--- src/rtl/qrs_pkg.sv ---
// Shared constants and arithmetic helpers for the QRS preprocessing filter chain.
`default_nettype none

package qrs_pkg;

    localparam int DataWidth    = 32;
    localparam int SampleWidth  = 16;
    localparam int WindowLength = 30;

    localparam int RawTaps = 12;
    localparam int LpTaps  = 32;
    localparam int HpTaps  = 4;

    localparam int CountWidth = 4;
    localparam int StageCount = 8;

    localparam int DivShift      = 37;
    localparam int DivMagicWidth = DivShift + 1;
    localparam int ProdWidth     = DataWidth + DivMagicWidth;
    localparam logic [DivMagicWidth-1:0] DivMagic = DivMagicWidth'(
        ((64'd1 << DivShift) + 64'(WindowLength) - 64'd1) / 64'(WindowLength));

    function automatic logic [DataWidth-1:0] sdiv_pow2(
        input logic [DataWidth-1:0] v,
        input int unsigned          sh
    );
        logic [DataWidth-1:0] bias;
        logic [DataWidth-1:0] sum;
        bias = v[DataWidth-1] ? ((DataWidth'(1) << sh) - DataWidth'(1)) : '0;
        sum  = v + bias;
        return DataWidth'($signed(sum) >>> sh);
    endfunction

endpackage

`default_nettype wire

--- src/rtl/qrs_highpass.sv ---
// Recursive high-pass stage of the QRS filter chain.
`default_nettype none

module qrs_highpass (
    input  wire logic                          i_clk,
    input  wire logic                          i_rst_n,
    input  wire logic                          i_valid,
    output logic                               o_ready,
    input  wire logic [qrs_pkg::DataWidth-1:0] i_lp,
    output logic                               o_valid,
    input  wire logic                          i_ready,
    output logic [qrs_pkg::DataWidth-1:0]      o_hp
);

    logic                          r_valid;
    logic [qrs_pkg::DataWidth-1:0] r_hp;
    logic [qrs_pkg::DataWidth-1:0] r_lph [qrs_pkg::LpTaps];

    logic                          fire;
    logic [qrs_pkg::DataWidth-1:0] n_hp;

    assign o_ready = !r_valid || i_ready;
    assign fire    = i_valid && o_ready;

    always_comb begin
        n_hp = r_hp - qrs_pkg::sdiv_pow2(i_lp, 5) + r_lph[15] - r_lph[16]
             + qrs_pkg::sdiv_pow2(r_lph[qrs_pkg::LpTaps-1], 5);
    end

    always_ff @(posedge i_clk) begin
        if (!i_rst_n) begin
            r_valid <= 1'b0;
            r_hp    <= '0;
            for (int k = 0; k < qrs_pkg::LpTaps; k++) begin
                r_lph[k] <= '0;
            end
        end else begin
            if (o_ready) begin
                r_valid <= i_valid;
            end
            if (fire) begin
                r_hp     <= n_hp;
                r_lph[0] <= i_lp;
                for (int k = 1; k < qrs_pkg::LpTaps; k++) begin
                    r_lph[k] <= r_lph[k-1];
                end
            end
        end
    end

    assign o_valid = r_valid;
    assign o_hp    = r_hp;

endmodule

`default_nettype wire

--- config.mk ---
export PLATFORM = sky130hd
export DESIGN_NAME = qrs_highpass
export DESIGN_NICKNAME = d
export VERILOG_FILES = /design/src/rtl/qrs_pkg.sv /design/src/rtl/qrs_highpass.sv
export SDC_FILE = /design/constraint.sdc
export NUM_CORES = 1
export LEC_CHECK = 0
export ABC_CLOCK_PERIOD_IN_PS = 32000
export BUFFER_PORTS_ARGS = -buffer_cell sky130_fd_sc_hd__clkbuf_2
export CORE_MARGIN = 1.5
export CORE_UTILIZATION = 35
export CTS_BUF_LIST = sky130_fd_sc_hd__clkbuf_16
export DETAILED_ROUTE_END_ITERATION = 8
export PLACE_DENSITY_LB_ADDON = 0.08
export SLEW_MARGIN = 20
export SYNTH_ARGS = -nofsm -noshare
export SYNTH_HDL_FRONTEND = slang
export SYNTH_SLANG_ARGS = --single-unit
--- constraint.sdc ---
create_clock -name i_clk -period 32 [get_ports i_clk]
set_input_delay 6.4 -clock i_clk [delete_from_list [all_inputs] [get_ports i_clk]]
set_output_delay 6.4 -clock i_clk [all_outputs]
set_load 0.01 [all_outputs]
==> results.ini <==
[timing]
min_period_ns = 13.37
final.period_utilization_pct = 41.8
finClkSkew_ns = 0.0357
hold_violations = 0
slew_headroom_pct = 22.6
setup-violations-final = 0
rsz0062_at_grt = false
fmax_ghz = 0.0748
tightest_slew_ns = 1.16
fin_ws_ns = 18.63
fin_setup_tns_ns = 0
drv_slew = 0

[pwr]
powerDensity_mw_per_mm2 = 75.0
p_leak_uw = 0.0193
total_power_uw = 3710
peakVddDrop_v = 0.0000434

[floorplan]
start_util_pct = 35.3
fp.dieArea_mm2 = 0.127
std_cell_rows = 129
boundaryPins = 70
die_w_um = 357
coreArea_mm2 = 0.124
die_h_um = 357

[cts]
numCtsBuffers = 115
clk_pin_slew_ns = 0.06
cts_buffer_depth = 3
ctsResizeCount = 0
htreeDepth = 3
cts_tree = done
clockRootBuffer = clkbuf_16
post_cts_buffers = 0
cts_sinks = 1057
ctsHoldBuffers = 0
clk-insertion-delay-late_ns = 0.73

[hold_path]
hold_path_class = reg -> reg
min_path_cells = 2

[flow_run]
max_cap_violations = 0

[finish]
nets = 3170
antennaDiodeCount = 0
layoutNonFillerInstCount = 4736
nFillCells = 11400
drive_gt1_share_pct = 8.58
syn_to_final_growth_pct = 13.2

[synth]
synth_ff_type = edfxtp_1
synth-edff-count = 1024
synth_compound_area_share_pct = 2.01
syn_nets = 3091
ys_seq_elements = 1057
yosysSeqAreaShare_pct = 71.8
synthXorXnorAreaFrac_pct = 1.68
synth_area_leaders = edfxtp_1, and2_1, fa_1
netlist_area_mm2 = 0.0437
synthCells = 2923
async_reset_ff_share_pct = 0
ys_top_cells_by_count = edfxtp_1, and2_1, inv_1, clkbuf_1, fa_1
yosysTopAreaCell = edfxtp_1
synth_top_area_share_pct = 70.3
yosysWarningCount = 0
yosysMostFrequentCell = edfxtp_1
synth_top_family_by_area = simple AND/OR/NAND/NOR gates
synth.area.mux_share_pct = 0.0229
avgSynthCellArea_um2 = 15.0
synth_cell_types = 62
yosys.area_share.simple_pct = 16.4
synthAdderAreaFrac_pct = 5.37

[critical_path]
critPathCaptureType = output port
cp.arrival_ns = 6.97
crit_required_ns = 25.60
path_max_fanout = 5
crit_path_start_kind = input port
critical_path_class = in -> out
r2r_cells = 21

[status]
status = finished, violations left
violations = design-rule violations

[place]
pre_cts_ws_ns = 18.63
dp_hpwl_mm = 46.2
gp_congestion = 0.818
place_inst = 4520
port_buffers = 69

[route]
drt_iter0_drc = 1627
vias = 21300
drc_errors = 5
wl_per_cell_um = 16.9
viasPerCell = 4.50
final_antenna_net_count = 0
wirelength_mm = 79.9
firstDrtPassIters = 7

[grt]
grt_max_degree = 277
grt-ovfl-total = 0
antenna_found_initial = 0
grt_pass1_vias = 21800
grtUsageTotal_pct = 12.9
grt_pass1_wl_mm = 127

==> cells in the final DEF, fill, tap and decap left out, drive strengths merged, types with 4 or more instances in the layout <==
master / instances
edfxtp: 1024
and2: 973
inv: 209
clkbuf: 183
fa: 93
nor2: 78
nand2: 72
clkinv: 67
xor2: 47
o21ai: 41
ha: 39
xnor2: 35
dfxtp: 33
a21oi: 30
nand3: 27
buf: 18
a21o: 16
nand4: 16
and4: 7
and3: 7
o211ai: 6
or3: 6
bufinv: 6
a211oi: 6
a21boi: 5
nor3: 5
a31oi: 4
clkinvlp: 4
==> state kept, by name (all words and copies together), names as in the netlist <==
name     cells
o_hp        32
r_lph     1024
o_valid      1
==> layout make-up <==
type / instances / area (um2) / share of cell area [%]
multi-input cells: 1555 / 11200 / 22.6
well taps: 1637 / 2050 / 4.14
clock buffers: 115 / 2880 / 5.81
repair buffers: 86 / 564 / 1.14
flip-flops and latches: 1057 / 31400 / 63.4
inverters: 187 / 709 / 1.43
clock inverters: 99 / 719 / 1.45
==> worst paths after layout <==
path	startpoint	endpoint	slack, ns
setup / recovery	i_ready	o_ready	18.63
hold / removal	o_hp[31]	o_hp[31]	0.51
setup reg to reg	r_lph[0][1023]	o_hp[29]	25.16
hold reg to reg	o_hp[31]	o_hp[31]	0.51
==> critical path: stages <==
cell	delay, ns
clkbuf_2	0.08
nand2b_1	0.29
clkbuf_2	0.20
==> cell families after synthesis <==
family                     count (synthesis)
buffers and inverters                    311
adders and majority gates                132
xor gates and xnor gates                  82
and+or+nand+nor                         1206
muxes                                      1
DFF                                     1057
AOI/OAI and AO/OA                        134
==> layer usage <==
metal / global-route usage (%) / up-vias / part of all wire [%]
li1: - / 10100 / -
met1: 18.9 / 10700 / 48
met2: 18.4 / 317 / 43
met3: 3.79 / 128 / 6.0
met4: 3.64 / 0 / 2.2
met5: 0 / - / 0
==> per-stage QoR <==
stage | cell area [um2] | utilization, % | hold slack [ns]
global placement | 45900 | 37.0 | 0.499
CTS | 49500 | 40.0 | 0.501
floorplan | 43700 | - | 0.493
detailed placement | 45900 | 37.0 | 0.497
global route | 49500 | 40.0 | 0.524
finish | 49500 | 40.0 | 0.508
==> power breakdown <==
group          leakage, uW  total, uW  switching, uW  internal, uW
combinational      0.00596        763            467           296
sequential          0.0115       1690           40.3          1650
clock              0.00183       1260            559           703
total               0.0193       3710           1070          2650
Power figures use the tool's default switching activity.
