==> config.mk <==
export PLATFORM = sky130hd
export DESIGN_NAME = qrs_derivative
export DESIGN_NICKNAME = d
export VERILOG_FILES = /design/src/rtl/qrs_pkg.sv /design/src/rtl/qrs_derivative.sv
export SDC_FILE = /design/constraint.sdc
export NUM_CORES = 1
export LEC_CHECK = 0
export BUFFER_PORTS_ARGS = -buffer_cell sky130_fd_sc_hd__buf_4
export CORE_UTILIZATION = 70
export CTS_BUF_LIST = sky130_fd_sc_hd__clkbuf_2
export DETAILED_ROUTE_END_ITERATION = 8
export HOLD_SLACK_MARGIN = 0.02
export PLACE_DENSITY = 0.88
export SLEW_MARGIN = 20
export SYNTH_ARGS = -nofsm -noshare
export SYNTH_HDL_FRONTEND = slang
export SYNTH_SLANG_ARGS = --single-unit
==> constraint.sdc <==
create_clock -name i_clk -period 12.7 [get_ports i_clk]
set_input_delay 1.27 -clock i_clk [delete_from_list [all_inputs] [get_ports i_clk]]
set_output_delay 1.27 -clock i_clk [all_outputs]
set_load 0.01 [all_outputs]
==> src/rtl/qrs_pkg.sv <==
// Shared constants and arithmetic helpers for the QRS preprocessing filter chain.
`default_nettype none

package qrs_pkg;

    localparam int DataWidth    = 32;
    localparam int SampleWidth  = 16;
    localparam int WindowLength = 30;

    localparam int RawTaps = 12;
    localparam int LpTaps  = 32;
    localparam int HpTaps  = 4;

    localparam int CountWidth = 4;
    localparam int StageCount = 8;

    localparam int DivShift      = 37;
    localparam int DivMagicWidth = DivShift + 1;
    localparam int ProdWidth     = DataWidth + DivMagicWidth;
    localparam logic [DivMagicWidth-1:0] DivMagic = DivMagicWidth'(
        ((64'd1 << DivShift) + 64'(WindowLength) - 64'd1) / 64'(WindowLength));

    function automatic logic [DataWidth-1:0] sdiv_pow2(
        input logic [DataWidth-1:0] v,
        input int unsigned          sh
    );
        logic [DataWidth-1:0] bias;
        logic [DataWidth-1:0] sum;
        bias = v[DataWidth-1] ? ((DataWidth'(1) << sh) - DataWidth'(1)) : '0;
        sum  = v + bias;
        return DataWidth'($signed(sum) >>> sh);
    endfunction

endpackage

`default_nettype wire

==> src/rtl/qrs_derivative.sv <==
// Five-point derivative stage followed by the squaring stage.
`default_nettype none

module qrs_derivative (
    input  wire logic                          i_clk,
    input  wire logic                          i_rst_n,
    input  wire logic                          i_valid,
    output logic                               o_ready,
    input  wire logic [qrs_pkg::DataWidth-1:0] i_hp,
    output logic                               o_valid,
    input  wire logic                          i_ready,
    output logic [qrs_pkg::DataWidth-1:0]      o_sq
);

    logic                          r_d_valid;
    logic [qrs_pkg::DataWidth-1:0] r_d;
    logic                          r_sq_valid;
    logic [qrs_pkg::DataWidth-1:0] r_sq;
    logic [qrs_pkg::DataWidth-1:0] r_hph [qrs_pkg::HpTaps];

    logic                          sq_ready;
    logic                          d_fire;
    logic                          sq_fire;
    logic [qrs_pkg::DataWidth-1:0] slope;
    logic [qrs_pkg::DataWidth-1:0] n_d;
    logic [qrs_pkg::DataWidth-1:0] n_sq;

    assign sq_ready = !r_sq_valid || i_ready;
    assign o_ready  = !r_d_valid || sq_ready;
    assign d_fire   = i_valid && o_ready;
    assign sq_fire  = r_d_valid && sq_ready;

    always_comb begin
        slope = (i_hp << 1) + r_hph[0] - r_hph[2] - (r_hph[3] << 1);
        n_d   = qrs_pkg::sdiv_pow2(slope, 3);
        n_sq  = r_d * r_d;
    end

    always_ff @(posedge i_clk) begin
        if (!i_rst_n) begin
            r_d_valid  <= 1'b0;
            r_sq_valid <= 1'b0;
            for (int k = 0; k < qrs_pkg::HpTaps; k++) begin
                r_hph[k] <= '0;
            end
        end else begin
            if (o_ready) begin
                r_d_valid <= i_valid;
            end
            if (sq_ready) begin
                r_sq_valid <= r_d_valid;
            end
            if (d_fire) begin
                r_hph[0] <= i_hp;
                for (int k = 1; k < qrs_pkg::HpTaps; k++) begin
                    r_hph[k] <= r_hph[k-1];
                end
            end
        end
    end

    always_ff @(posedge i_clk) begin
        if (d_fire) begin
            r_d <= n_d;
        end
        if (sq_fire) begin
            r_sq <= n_sq;
        end
    end

    assign o_valid = r_sq_valid;
    assign o_sq    = r_sq;

endmodule

`default_nettype wire

==> impl_metrics.ini <==
[synth]
synth_seq_cells = 189
syn-mean-instance-area_um2 = 10.8
synth-edff-count = 187
mappedNetlistNets = 2874
yosysSeqAreaShare_pct = 23.6
yosys_warnings = 0
ys_types = 70
synthFlopType = edfxtp_1
netlist_area_um2 = 24000
syn_inst = 2232
synthArstFlopShare_pct = 0

[placed_design]
dpl.hpwl_um = 38900
place.gp.congestion = 0.921
port_buffers = 68

[routing]
routed_wirelength_um = 47800
dr.pass1.iters = 6
wl_per_cell_um = 17.5
via_count = 15500
drc = 0
ant_nets = 0
vias_per_cell = 5.68
drt_iter0_drc = 1124

[critical_path]
worstPathMaxFanout = 25
cp-end-kind = flip-flop
cp-start-kind = flip-flop
crit_required_ps = 13430
rrSetupSlack_ps = 4040
critPathArrivalTime_ps = 9400
r2r-end = o_sq[31]
r2r_cells = 25
critPathKind = reg2reg
rr_startpoint = r_d[4]

[layout]
fill_cells = 2180
drive_gt1_share_pct = 5.70
final_cell_mix = inv_1, fa_1, and2_1
final_common_cell = inv_1
area_growth_pct = 4.84
nNetsFinal = 2908

[floorplanning]
num_io_pins = 70
std_cell_rows = 67
die_area_um2 = 35000
die_width_um = 187
start_util_pct = 71.4
dieHeight_um = 187
core_um2 = 33600

[cts]
cts-htree-levels = 4
clock-sinks = 189
clock_latency_ps = 930
clockBufferDepth = 2
cts_setup_buffers = 0
cts_hold_buf = 0
clkSlewWorstSetupHoldPaths_ps = 320
numCtsBuffers = 17
cts_resized = 0
cts_root_buf = clkbuf_2
cts_tree = built

[timing]
max_freq_mhz = 115
fin_crit_sh_pct = 68.2
tightestPinTransition_ps = 1080
rsz0062_at_grt = false
finalSetupTns_ps = 0
slew_viol_final = 0
period_minus_slack_ps = 8660
finalHoldViolations = 0
setup_viol = 0
slew_headroom_pct = 27.8
skew_ps = 64.9

[global_routing]
grt_overflow = 0
grt_pass1_vias = 17100
antenna_found_initial = 1
grt_usage_pct = 29.4
grt_max_degree = 128
grt_first_pass_wirelength_um = 80700

[status]
status = finished, final reports clean

[worst_hold_path]
hold_path.class = reg2reg
min_to = r_hph[2][14]
whs_path_depth = 1
holdCritStartpoint = r_hph[1][14]

[flow_run]
cap_violations = 0
==> per-layer routing <==
layer	global-route usage, %	vias to the layer above	wire length, um
met3	4.30	117	2360
met2	52.0	496	24900
met5	0	-	0
met1	36.0	7890	18800
li1	-	6997	-
met4	13.0	0	1760
==> state kept, by name (all words and copies together), names as in the netlist <==
name	flops
r_hph	127
o_sq	31
r_d	29
o_valid	1
r_d_valid	1
==> layout make-up <==
type	instances	area, um^2	area share, %
clock inverters	15	178	0.706
clock buffers	17	85.1	0.338
inverters	501	1880	7.47
well taps	448	561	2.23
diodes	1	2.50	0.00994
multi-input cells	1482	16200	64.5
repair buffers	75	563	2.24
flip-flops and latches	189	5660	22.5
==> synthesized netlist by cell type (all sizes together) (8+ instances only) <==
master,number,area share [%]
inv,501,7.8
fa,429,36
and2,283,7.4
edfxtp,187,23
ha,177,9.2
nand2,132,2.1
xnor2,74,2.7
nor2,57,0.89
clkbuf,56,0.88
a21oi,47,0.98
xor2,30,1.1
nor3,22,0.46
o21ai,22,0.46
a21o,20,0.63
nand3,18,0.38
o21a,17,0.53
a211oi,16,0.50
nor2b,13,0.34
and3,10,0.27
a31oi,8,0.21
nand2b,8,0.21
==> worst max-delay path: stages (launching register included) <==
cell and delay, ps:
edfxtp_1 1060, inv_1 270, nor2_1 220, fa_1 480
fa_1 530, inv_1 50, fa_1 500, inv_1 50
fa_1 470, ha_1 290, ha_1 290, fa_1 490
inv_1 50, fa_1 470, inv_1 40, ha_1 320
o21a_1 130, o21ai_0 200, a21oi_1 90, o31ai_1 530
a2111oi_0 350, o31ai_1 740, nand2_1 180, a311oi_1 440
a21oi_1 140, xnor2_1 140
==> worst max-delay path by stage <==
stage | start | endpoint | slack, ps
after global routing | r_d[4] | o_sq[31] | 3870
after detailed placement | r_d[4] | o_sq[31] | 4210
after CTS | r_d[4] | o_sq[31] | 4240
final | r_d[4] | o_sq[31] | 4040
after global placement | r_d[4] | o_sq[31] | 4480
after floorplan | r_d[2] | o_sq[31] | 5410
==> per-stage QoR <==
stage	cells	hold slack, ps	setup slack [ps]	area [um^2]	util, %
finish	2728	509	4040	25200	74.9
global route	2728	529	3870	25200	74.9
CTS	2727	515	4240	25200	74.9
detailed placement	2695	501	4210	24900	74.1
global placement	2695	500	4480	24900	74.1
floorplan	2232	477	5410	24000	-
==> logic make-up after synthesis <==
kind of cell    synth area share [%]
fa+ha+maj                       45.0
simple gates                    13.0
buf+inv                         8.85
compound gates                  5.49
flops                           23.6
xor+xnor                        3.89
mux                            0.167
other cells                   0.0156
Power is not shown: default switching activity piles up to over one toggle a cycle in this logic, so the estimate is an artifact.
