[src/rtl/qrs_pkg.sv]
// Shared constants and arithmetic helpers for the QRS preprocessing filter chain.
`default_nettype none

package qrs_pkg;

    localparam int DataWidth    = 32;
    localparam int SampleWidth  = 16;
    localparam int WindowLength = 30;

    localparam int RawTaps = 12;
    localparam int LpTaps  = 32;
    localparam int HpTaps  = 4;

    localparam int CountWidth = 4;
    localparam int StageCount = 8;

    localparam int DivShift      = 37;
    localparam int DivMagicWidth = DivShift + 1;
    localparam int ProdWidth     = DataWidth + DivMagicWidth;
    localparam logic [DivMagicWidth-1:0] DivMagic = DivMagicWidth'(
        ((64'd1 << DivShift) + 64'(WindowLength) - 64'd1) / 64'(WindowLength));

    function automatic logic [DataWidth-1:0] sdiv_pow2(
        input logic [DataWidth-1:0] v,
        input int unsigned          sh
    );
        logic [DataWidth-1:0] bias;
        logic [DataWidth-1:0] sum;
        bias = v[DataWidth-1] ? ((DataWidth'(1) << sh) - DataWidth'(1)) : '0;
        sum  = v + bias;
        return DataWidth'($signed(sum) >>> sh);
    endfunction

endpackage

`default_nettype wire

[src/rtl/qrs_integrator.sv]
// Moving-window sum of squares and its truncating division by the window length.
`default_nettype none

module qrs_integrator (
    input  wire logic                          i_clk,
    input  wire logic                          i_rst_n,
    input  wire logic                          i_valid,
    output logic                               o_ready,
    input  wire logic [qrs_pkg::DataWidth-1:0] i_sq,
    output logic                               o_valid,
    input  wire logic                          i_ready,
    output logic [qrs_pkg::DataWidth-1:0]      o_value
);

    logic                          r_sum_valid;
    logic [qrs_pkg::DataWidth-1:0] r_sum;
    logic [qrs_pkg::DataWidth-1:0] r_win [qrs_pkg::WindowLength];
    logic                          r_prod_valid;
    logic [qrs_pkg::ProdWidth-1:0] r_prod;
    logic                          r_prod_neg;
    logic                          r_out_valid;
    logic [qrs_pkg::DataWidth-1:0] r_out;

    logic                          prod_ready;
    logic                          out_ready;
    logic                          sum_fire;
    logic                          prod_fire;
    logic                          out_fire;
    logic [qrs_pkg::DataWidth-1:0] n_sum;
    logic [qrs_pkg::DataWidth-1:0] magnitude;
    logic [qrs_pkg::ProdWidth-1:0] n_prod;
    logic [qrs_pkg::DataWidth-1:0] quotient;
    logic [qrs_pkg::DataWidth-1:0] n_out;

    assign out_ready  = !r_out_valid || i_ready;
    assign prod_ready = !r_prod_valid || out_ready;
    assign o_ready    = !r_sum_valid || prod_ready;
    assign sum_fire   = i_valid && o_ready;
    assign prod_fire  = r_sum_valid && prod_ready;
    assign out_fire   = r_prod_valid && out_ready;

    always_comb begin
        n_sum     = r_sum - r_win[qrs_pkg::WindowLength-1] + i_sq;
        magnitude = r_sum[qrs_pkg::DataWidth-1] ? (~r_sum + qrs_pkg::DataWidth'(1)) : r_sum;
        n_prod    = qrs_pkg::ProdWidth'(magnitude) * qrs_pkg::ProdWidth'(qrs_pkg::DivMagic);
        quotient  = r_prod[qrs_pkg::DivShift +: qrs_pkg::DataWidth];
        n_out     = r_prod_neg ? (~quotient + qrs_pkg::DataWidth'(1)) : quotient;
    end

    always_ff @(posedge i_clk) begin
        if (!i_rst_n) begin
            r_sum_valid  <= 1'b0;
            r_prod_valid <= 1'b0;
            r_out_valid  <= 1'b0;
            r_sum        <= '0;
            for (int k = 0; k < qrs_pkg::WindowLength; k++) begin
                r_win[k] <= '0;
            end
        end else begin
            if (o_ready) begin
                r_sum_valid <= i_valid;
            end
            if (prod_ready) begin
                r_prod_valid <= r_sum_valid;
            end
            if (out_ready) begin
                r_out_valid <= r_prod_valid;
            end
            if (sum_fire) begin
                r_sum    <= n_sum;
                r_win[0] <= i_sq;
                for (int k = 1; k < qrs_pkg::WindowLength; k++) begin
                    r_win[k] <= r_win[k-1];
                end
            end
        end
    end

    always_ff @(posedge i_clk) begin
        if (prod_fire) begin
            r_prod     <= n_prod;
            r_prod_neg <= r_sum[qrs_pkg::DataWidth-1];
        end
        if (out_fire) begin
            r_out <= n_out;
        end
    end

    assign o_valid = r_out_valid;
    assign o_value = r_out;

endmodule

`default_nettype wire

[config.mk]
export PLATFORM = sky130hd
export DESIGN_NAME = qrs_integrator
export DESIGN_NICKNAME = d
export VERILOG_FILES = /design/src/rtl/qrs_pkg.sv /design/src/rtl/qrs_integrator.sv
export SDC_FILE = /design/constraint.sdc
export NUM_CORES = 2
export LEC_CHECK = 0
export ABC_AREA = 1
export CAP_MARGIN = 15
export CORE_MARGIN = 4
export CORE_UTILIZATION = 55
export CTS_CLUSTER_DIAMETER = 50
export DETAILED_ROUTE_END_ITERATION = 6
export DONT_BUFFER_PORTS = 1
export PLACE_DENSITY = 0.7
export SYNTH_ARGS = -nofsm -noshare
export SYNTH_HDL_FRONTEND = slang
export SYNTH_SLANG_ARGS = --single-unit
[constraint.sdc]
create_clock -name i_clk -period 45 [get_ports i_clk]
set_clock_uncertainty 0.05 [all_clocks]
set_input_delay 13.5 -clock i_clk [delete_from_list [all_inputs] [get_ports i_clk]]
set_output_delay 13.5 -clock i_clk [all_outputs]
set_load 0.05 [all_outputs]
==> impl_metrics.csv <==
group,metric,value,unit
floorplanning,die_area,105000,sq um
worst_setup_path,critPathKind,"in2out",
synth,ys_async_sr_fraction,0,
clock_tree,cts_tree,"yes",
synth,synthXorXnorAreaFrac,0.0121,
detailed_routing,drt-pass1-iter-count,5,
placement,dp_hpwl,80200,um
synth,ys_ff_latch,1056,
cells_and_area,final_cell_mix,"1535 x inv_1, 1021 x edfxtp_1, 794 x nor2_1",
worst_setup_path,worstPathMaxFanout,3,
detailed_routing,wirelength,114000,um
grt,grt_pass1_vias,33600,
synth,synth_mux_area_frac,0,
sta,post-route-min-period,27730,ps
worst_setup_path,arrival,14180,ps
worst_setup_path,path_cells,"inv_1 > nand2_1 > nor2_1 > nand2_1",
floorplanning,core.rowCount,115,
grt,grt_antenna_before_repair,1,
detailed_routing,wl_per_cell,16.8,um
synth,yosys.area.top_type,"edfxtp_1",
detailed_routing,num_vias,33500,
detailed_routing,routed.top_layer,"met4",
status,status,"completed",
cells_and_area,synthToLayoutAreaGrowth,8.81,%
detailed_routing,drtIter0Drc,2751,
sta,rsz0062_at_grt,"false",
cells_and_area,mostFrequentLayoutCell,"inv_1",
clock_tree,clock_latency,710,ps
grt,grt_max_degree,386,
synth,ys_seq_area_frac,0.569,
clock_tree,cts_root_buffer,"clkbuf_16",
clock_tree,cts_setup_buffers,0,
grt,grt_overflow_total,0,
sta,fmax,0.0361,GHz
synth,dominantRegCellSynth,"edfxtp_1",
synth,yosys.area.top_type_share,0.557,
hold_path,min_path_type,"reg2reg",
grt,grtUsageTotal,0.219,
clock_tree,cts-htree-levels,3,
worst_setup_path,crit_required,31450,ps
worst_setup_path,critPathLaunchType,"input pin",
hold_path,hold_path_end,"r_sum[30]",
detailed_routing,wl_met3,5070,um
detailed_routing,dr_wl_met2,53600,um
worst_setup_path,r2r_setup_slack,37060,ps
sta,fin_crit_sh,0.616,
sta,setup_viol,0,
detailed_routing,wl_met1,51700,um
synth,synth_edf_count,1021,
clock_tree,post_cts_resized,0,
cells_and_area,final_nets,5965,
sta,hold_slack,407,ps
worst_setup_path,critPathCaptureType,"output port",
synth,syn_nets,5949,
flow_run,cap_violations,0,
synth,netlist_instances,5401,
sta,worst_slew_pin_slew,1170,ps
synth,synth.avg_cell_area,10.2,sq um
hold_path,holdCritStartpoint,"r_sum[30]",
worst_setup_path,crit_path_frequent_cell,"nand2_1",
floorplanning,die_x,324,um
detailed_routing,drc,0,
placement,globalplace.congestion,0.903,
sta,final.setup.tns,0,ps
hold_path,whs_path_depth,2,
cells_and_area,num-fill-cells,8161,
detailed_routing,drtAntennaViolNets,0,
clock_tree,clkTransAtPathRegs,60,ps
cells_and_area,drive_above_1_share,0.0430,
synth,synth_compound_area_frac,0.0341,
sta,maxSlewHeadroom,0.222,
grt,grt_pass1_wl,182000,um
placement,io_buffers,0,
worst_setup_path,crit_path_max_incr_delay,350,ps
synth,synth_top_family_by_area,"adder cells",
synth,synth_area_leaders,"edfxtp_1 56%, inv_1 10%, ha_1 7.5%",
clock_tree,cts_buffers,109,
sta,drv_slew,0,
detailed_routing,viasPerCell,4.93,
clock_tree,ctsHoldBuffers,0,
worst_setup_path,regToRegEndpoint,"r_prod[61]",
cells_and_area,antenna_cells,0,
floorplanning,core-area,98900,sq um
floorplanning,io_pins,70,
floorplanning,die_h,324,um
clock_tree,clock_path_buffers,3,
synth,synthAdderAreaFrac,0.141,
synth,synth-simple-area-share,0.127,
clock_tree,clock-sinks,1056,
floorplanning,start_util,0.557,
worst_setup_path,reg2reg_from,"r_sum[0]",
worst_setup_path,reg2regPathDepth,30,
synth,yosysUniqueCellTypes,53,
sta,hold_viol_final,0,
synth,synth.cell_area,55100,sq um
synth,yosysWarnings,0,
worst_setup_path,crit_slowest_cell,"nand2_1",
## sequential cells by signal (all words and copies together) (netlist names)
| register | flops |
|---|---|
| r_sum | 32 |
| o_value | 32 |
| o_valid | 1 |
| r_prod_valid | 1 |
| r_sum_valid | 1 |
| r_prod_neg | 1 |
| r_prod | 28 |
| r_win | 960 |
## final cells by class
type | count | area, sq um | share of cell area
Tap cell | 1287 | 1610 | 0.0269
Clock buffer | 131 | 2840 | 0.0474
Clock inverter | 74 | 708 | 0.0118
Sequential cell | 1056 | 31400 | 0.523
Inverter | 1547 | 5820 | 0.0972
Multi-Input combinational cell | 2679 | 17400 | 0.290
Timing Repair Buffer | 24 | 225 | 0.00376
## layer usage
metal,vias up,GRT usage
li1,16700,-
met1,16000,0.305
met2,665,0.360
met3,190,0.0321
met4,0,0.0700
met5,-,0
## Yosys cell counts, drive strengths merged (6+ instances only)
library cell  number
inv             1546
edfxtp          1021
nor2             807
nand2            799
ha               328
fa               184
a21oi            146
o21ai            120
nand3             75
buf               63
xor2              58
clkbuf            56
dfxtp             35
nor3              30
nand4             21
a31oi             13
nor4              13
xnor2             13
a21o              12
o21bai            12
o22ai             12
a21boi             9
nand3b             6
o21a               6
## worst max-delay path by stage
stage,start,to,cells past startpoint
2_1_floorplan,i_ready,r_win[0][0],9
3_3_place_gp,i_ready,o_ready,4
3_5_place_dp,i_ready,o_ready,4
4_1_cts,i_ready,o_ready,4
5_1_grt,i_ready,o_ready,4
6_report,i_ready,o_ready,4
## kinds of logic after synthesis
kind of cell    Yosys count
xor+xnor                 71
buf+inv                1666
flops                  1056
compound gates          341
simple gates           1755
fa+ha+maj               512
## critical path, delay by kind of cell
kind | cells | cell delay [ps]
AND/OR/NAND/NOR | 3 | 590
buffers and inverters | 1 | 90
## through the flow
step | util | std cells | worst slack, ps | area, sq um
after floorplan | - | 5401 | 2730 | 55100
after global placement | 0.570 | 6592 | 17240 | 56400
after detailed placement | 0.570 | 6592 | 17280 | 56400
after CTS | 0.606 | 6797 | 17280 | 59900
after global routing | 0.606 | 6798 | 17180 | 59900
final | 0.606 | 6798 | 17270 | 59900
Power is not shown: default switching activity piles up to over one toggle a cycle in this logic, so the estimate is an artifact.
