<file path="src/rtl/qrs_pkg.sv">
// Shared constants and arithmetic helpers for the QRS preprocessing filter chain.
`default_nettype none

package qrs_pkg;

    localparam int DataWidth    = 32;
    localparam int SampleWidth  = 16;
    localparam int WindowLength = 30;

    localparam int RawTaps = 12;
    localparam int LpTaps  = 32;
    localparam int HpTaps  = 4;

    localparam int CountWidth = 4;
    localparam int StageCount = 8;

    localparam int DivShift      = 37;
    localparam int DivMagicWidth = DivShift + 1;
    localparam int ProdWidth     = DataWidth + DivMagicWidth;
    localparam logic [DivMagicWidth-1:0] DivMagic = DivMagicWidth'(
        ((64'd1 << DivShift) + 64'(WindowLength) - 64'd1) / 64'(WindowLength));

    function automatic logic [DataWidth-1:0] sdiv_pow2(
        input logic [DataWidth-1:0] v,
        input int unsigned          sh
    );
        logic [DataWidth-1:0] bias;
        logic [DataWidth-1:0] sum;
        bias = v[DataWidth-1] ? ((DataWidth'(1) << sh) - DataWidth'(1)) : '0;
        sum  = v + bias;
        return DataWidth'($signed(sum) >>> sh);
    endfunction

endpackage

`default_nettype wire

</file>
<file path="src/rtl/qrs_lowpass.sv">
// Input register and recursive low-pass stage of the QRS filter chain.
`default_nettype none

module qrs_lowpass (
    input  wire logic                            i_clk,
    input  wire logic                            i_rst_n,
    input  wire logic                            i_valid,
    output logic                                 o_ready,
    input  wire logic [qrs_pkg::SampleWidth-1:0] i_sample,
    output logic                                 o_valid,
    input  wire logic                            i_ready,
    output logic [qrs_pkg::DataWidth-1:0]        o_lp
);

    localparam int Ext = qrs_pkg::DataWidth - qrs_pkg::SampleWidth;

    logic                            r_x_valid;
    logic [qrs_pkg::SampleWidth-1:0] r_x;
    logic                            r_lp_valid;
    logic [qrs_pkg::DataWidth-1:0]   r_lp;
    logic [qrs_pkg::DataWidth-1:0]   r_lp_prev;
    logic [qrs_pkg::SampleWidth-1:0] r_raw [qrs_pkg::RawTaps];

    logic                          lp_ready;
    logic                          lp_fire;
    logic [qrs_pkg::DataWidth-1:0] x_ext;
    logic [qrs_pkg::DataWidth-1:0] x6_ext;
    logic [qrs_pkg::DataWidth-1:0] x12_ext;
    logic [qrs_pkg::DataWidth-1:0] taps_sum;
    logic [qrs_pkg::DataWidth-1:0] n_lp;

    assign lp_ready = !r_lp_valid || i_ready;
    assign lp_fire  = r_x_valid && lp_ready;
    assign o_ready  = !r_x_valid || lp_ready;

    always_comb begin
        x_ext    = {{Ext{r_x[qrs_pkg::SampleWidth-1]}}, r_x};
        x6_ext   = {{Ext{r_raw[5][qrs_pkg::SampleWidth-1]}}, r_raw[5]};
        x12_ext  = {{Ext{r_raw[11][qrs_pkg::SampleWidth-1]}}, r_raw[11]};
        taps_sum = x_ext - (x6_ext << 1) + x12_ext;
        n_lp     = (r_lp << 1) - r_lp_prev + qrs_pkg::sdiv_pow2(taps_sum, 5);
    end

    always_ff @(posedge i_clk) begin
        if (!i_rst_n) begin
            r_x_valid  <= 1'b0;
            r_lp_valid <= 1'b0;
            r_lp       <= '0;
            r_lp_prev  <= '0;
            for (int k = 0; k < qrs_pkg::RawTaps; k++) begin
                r_raw[k] <= '0;
            end
        end else begin
            if (o_ready) begin
                r_x_valid <= i_valid;
            end
            if (lp_ready) begin
                r_lp_valid <= r_x_valid;
            end
            if (lp_fire) begin
                r_lp      <= n_lp;
                r_lp_prev <= r_lp;
                r_raw[0]  <= r_x;
                for (int k = 1; k < qrs_pkg::RawTaps; k++) begin
                    r_raw[k] <= r_raw[k-1];
                end
            end
        end
    end

    always_ff @(posedge i_clk) begin
        if (i_valid && o_ready) begin
            r_x <= i_sample;
        end
    end

    assign o_valid = r_lp_valid;
    assign o_lp    = r_lp;

endmodule

`default_nettype wire

</file>
<file path="config.mk">
export PLATFORM = sky130hd
export DESIGN_NAME = qrs_lowpass
export DESIGN_NICKNAME = d
export VERILOG_FILES = /design/src/rtl/qrs_pkg.sv /design/src/rtl/qrs_lowpass.sv
export SDC_FILE = /design/constraint.sdc
export NUM_CORES = 1
export LEC_CHECK = 0
export BUFFER_PORTS_ARGS = -buffer_cell sky130_fd_sc_hd__buf_2
export CORE_MARGIN = 8
export CORE_UTILIZATION = 40
export CTS_BUF_LIST = sky130_fd_sc_hd__clkbuf_8 sky130_fd_sc_hd__clkbuf_16
export DETAILED_ROUTE_END_ITERATION = 10
export PLACE_DENSITY_LB_ADDON = 0.2
export SLEW_MARGIN = 25
export SYNTH_ARGS = -nofsm -noshare
export SYNTH_HDL_FRONTEND = slang
export SYNTH_SLANG_ARGS = --single-unit
export TNS_END_PERCENT = 20
</file>
<file path="constraint.sdc">
create_clock -name i_clk -period 18.4 [get_ports i_clk]
set_input_delay 0.92 -clock i_clk [delete_from_list [all_inputs] [get_ports i_clk]]
set_output_delay 0.92 -clock i_clk [all_outputs]
set_load 0.02 [all_outputs]
</file>
==> flow_summary.json <==
{
  "status": "completed",
  "die_area_um2": 40700,
  "row_count": 68,
  "min_to": "o_lp[31]$_SDFFE_PN0P_",
  "cts_buffers": 30,
  "r2r-end": "o_lp[30]$_SDFFE_PN0P_",
  "holdBufCountCts": 0,
  "synth_commonest_cells": "edfxtp_1 (208), and2_1 (183), inv_1 (169)",
  "finalSetupViolCount": 0,
  "async_reset_ff_frac": 0,
  "synth_nets": 1317,
  "min_path_type": "reg2reg",
  "ys_seq_elements": 274,
  "diodes": 0,
  "peakVddDrop_v": 0.0000739,
  "regArea_um2": 7570,
  "portBuffers": 53,
  "cts-htree-levels": 1,
  "slowest_delay_ps": 530,
  "skew_ps": 18.4,
  "timing.rr.start": "r_raw[0][83]$_SDFFCE_PN0P_",
  "ys.flop_type": "edfxtp_1",
  "maxUsedRoutingLayer": "met4",
  "cp.required_ps": 18840,
  "clkSinkCount": 274,
  "initial_utilization": 0.402,
  "synth.area.top_cells": "edfxtp_1 (45%), dfxtp_1 (9.6%), and2_1 (8.3%)",
  "grt_antenna_before_repair": 0,
  "relSlewSlack": 0.350,
  "worstPathArrival_ps": 7840,
  "via_count": 8424,
  "die_h_um": 202,
  "gp_congestion": 0.812,
  "tns_ps": 0,
  "cp_max_fo": 6,
  "worst_pin_slew_ps": 975,
  "finalNonFillerCells": 1729,
  "ios": 54,
  "worst_path_most_repeated_cell": "ha_1",
  "clk_pin_slew_ps": 60,
  "grt_pass1_wl_mm": 44.5,
  "wl_met2_mm": 11.9,
  "synth_top_area_share": 0.453,
  "post-route-cell-area_um2": 15500,
  "worstSetupPathType": "reg2reg",
  "path_buf_inv": 2,
  "drive_gt1_frac": 0.0950,
  "hold_viol_final": 0,
  "root_buffer": "clkbuf_16",
  "vias_per_cell": 4.87,
  "cp_slowest_cell": "o31ai_1",
  "r2r_slack_ps": 11000,
  "startpoint_type": "flip-flop",
  "grt_max_degree": 131,
  "period_needed_ps": 7400,
  "end_kind": "flip-flop",
  "drc": 0,
  "yosys_warnings": 0,
  "path_delay_family": "compound AO/OA/AOI/OAI gates",
  "synth-seq-area-share": 0.548,
  "multi_input_area_um2": 5470,
  "powerDensity_nw_per_um2": 171,
  "drt_pass1_iterations": 5,
  "die_w_um": 202,
  "avgSynthCellArea_um2": 11.5,
  "first_iter_violations": 563,
  "worstHoldStart": "o_lp[31]$_SDFFE_PN0P_",
  "post-cts-setup-buffers": 0,
  "slew_viol_final": 0,
  "synthesis.area_um2": 13800,
  "worstSkewPairLatency_ps": 560,
  "cap_viol_max_count": 0,
  "overflow": 0,
  "avgRoutedWirePerCell_um": 15.6,
  "grt_setup_unrepaired": "no",
  "reg2reg_depth": 27,
  "postCtsResizedCells": 0,
  "clockBufferDepth": 3,
  "netlist.top_cell.by_area": "edfxtp_1",
  "p_leak_uw": 0.00642,
  "cts_tree": "yes",
  "grt_use_total": 0.132,
  "wl_mm": 27.0,
  "met1Wirelength_mm": 13.7,
  "area_delta_synth_final_pct": 12.2,
  "fmax_ghz": 0.135,
  "synth.distinct_cells": 67,
  "placed_area_um2": 14600,
  "period_share": 0.402,
  "core_area_um2": 34300,
  "wl_met3_um": 949,
  "fillers": 3166,
  "ant_nets": 0,
  "nNetsFinal": 1369,
  "grt_pass1_vias": 8522,
  "hpwl_mm": 17.8,
  "synth_edf_count": 208,
  "netlist_instances": 1200,
  "hold-path-cell-count": 2,
  "yosysMostFrequentCell": "edfxtp_1",
  "post-place-cells": 1675
}
-- registers in the layout, summed over array words and instances (netlist names) --
signal,cells
r_lp_prev,32
o_lp,32
r_raw,192
r_x,16
o_valid,1
r_x_valid,1
-- layout make-up --
class / instances / area share
sequential: 274 / 0.489
multi-input combinational: 717 / 0.353
clock buffer: 30 / 0.0485
inverter: 171 / 0.0419
tap: 455 / 0.0368
timing repair buffer: 58 / 0.0198
clock inverter: 24 / 0.0113
-- layer usage --
| metal | GRT usage | up-vias |
|---|---|---|
| li1 | - | 4204 |
| met4 | 0.0308 | 0 |
| met5 | 0 | - |
| met2 | 0.205 | 110 |
| met1 | 0.191 | 4075 |
| met3 | 0.0222 | 35 |
-- per-stage QoR --
stage          hold slack [ps]  setup WS (ps)   util  total power (uW)
6_report                   465          11000  0.452              2650
5_1_grt                    501          10440  0.452              2880
4_1_cts                    468          11040  0.452              2680
3_5_place_dp               458          11120  0.425              2100
3_3_place_gp               441          11290  0.424              2090
2_1_floorplan              432          10750      -              1810
-- cell usage in the layout (no fill, tap or decap), types with 3 or more instances in the layout --
cell type,n
and2_1,182
buf_4,4
o211ai_1,4
clkinv_1,8
edfxtp_1,208
fa_1,47
o32ai_1,3
nor3_1,18
nand3b_1,4
o31ai_1,5
or3_1,4
xnor2_1,25
and3_1,8
inv_1,173
clkbuf_16,30
nand3_1,10
buf_2,53
o311ai_0,3
ha_1,50
nor2_1,46
nand2_1,60
nor2b_1,10
dfxtp_1,66
o21a_1,12
a21o_1,20
a31oi_1,6
a2111oi_0,3
xor2_1,21
a32o_1,4
a211oi_1,10
o22ai_1,24
o21ai_0,53
nand2b_1,6
a21oi_1,30
clkinv_2,5
-- logic make-up after synthesis --
logic type	Yosys count	synth area share
fa+ha+maj	97	0.114
flops	274	0.548
simple gates	360	0.145
xor+xnor	46	0.0292
mux	1	0.000725
buf+inv	209	0.0571
compound gates	213	0.106
-- tightest hold or removal path, cell delays in order (launching register included) --
cell and delay [ps]:
dfxtp_1 320, nand2_1 50, o21ai_1 50
-- how the worst max path moves through the flow --
stage	startpoint	end	slack [ps]	depth (start not counted)
3_3_place_gp	r_x[2]$_DFFE_PP_	o_lp[29]$_SDFFE_PN0P_	11290	28
2_1_floorplan	i_rst_n	o_lp[23]$_SDFFE_PN0P_	10750	5
6_report	r_raw[0][83]$_SDFFCE_PN0P_	o_lp[30]$_SDFFE_PN0P_	11000	27
3_5_place_dp	r_x[7]$_DFFE_PP_	o_lp[31]$_SDFFE_PN0P_	11120	28
4_1_cts	r_x[4]$_DFFE_PP_	o_lp[31]$_SDFFE_PN0P_	11040	28
5_1_grt	r_x[7]$_DFFE_PP_	o_lp[23]$_SDFFE_PN0P_	10440	28
-- where the power goes --
group	switching, uW	internal [uW]
Sequential	28.4	730
Clock	242	323
Combinational	780	544
Note: power is estimated with default switching activity, not from simulation.
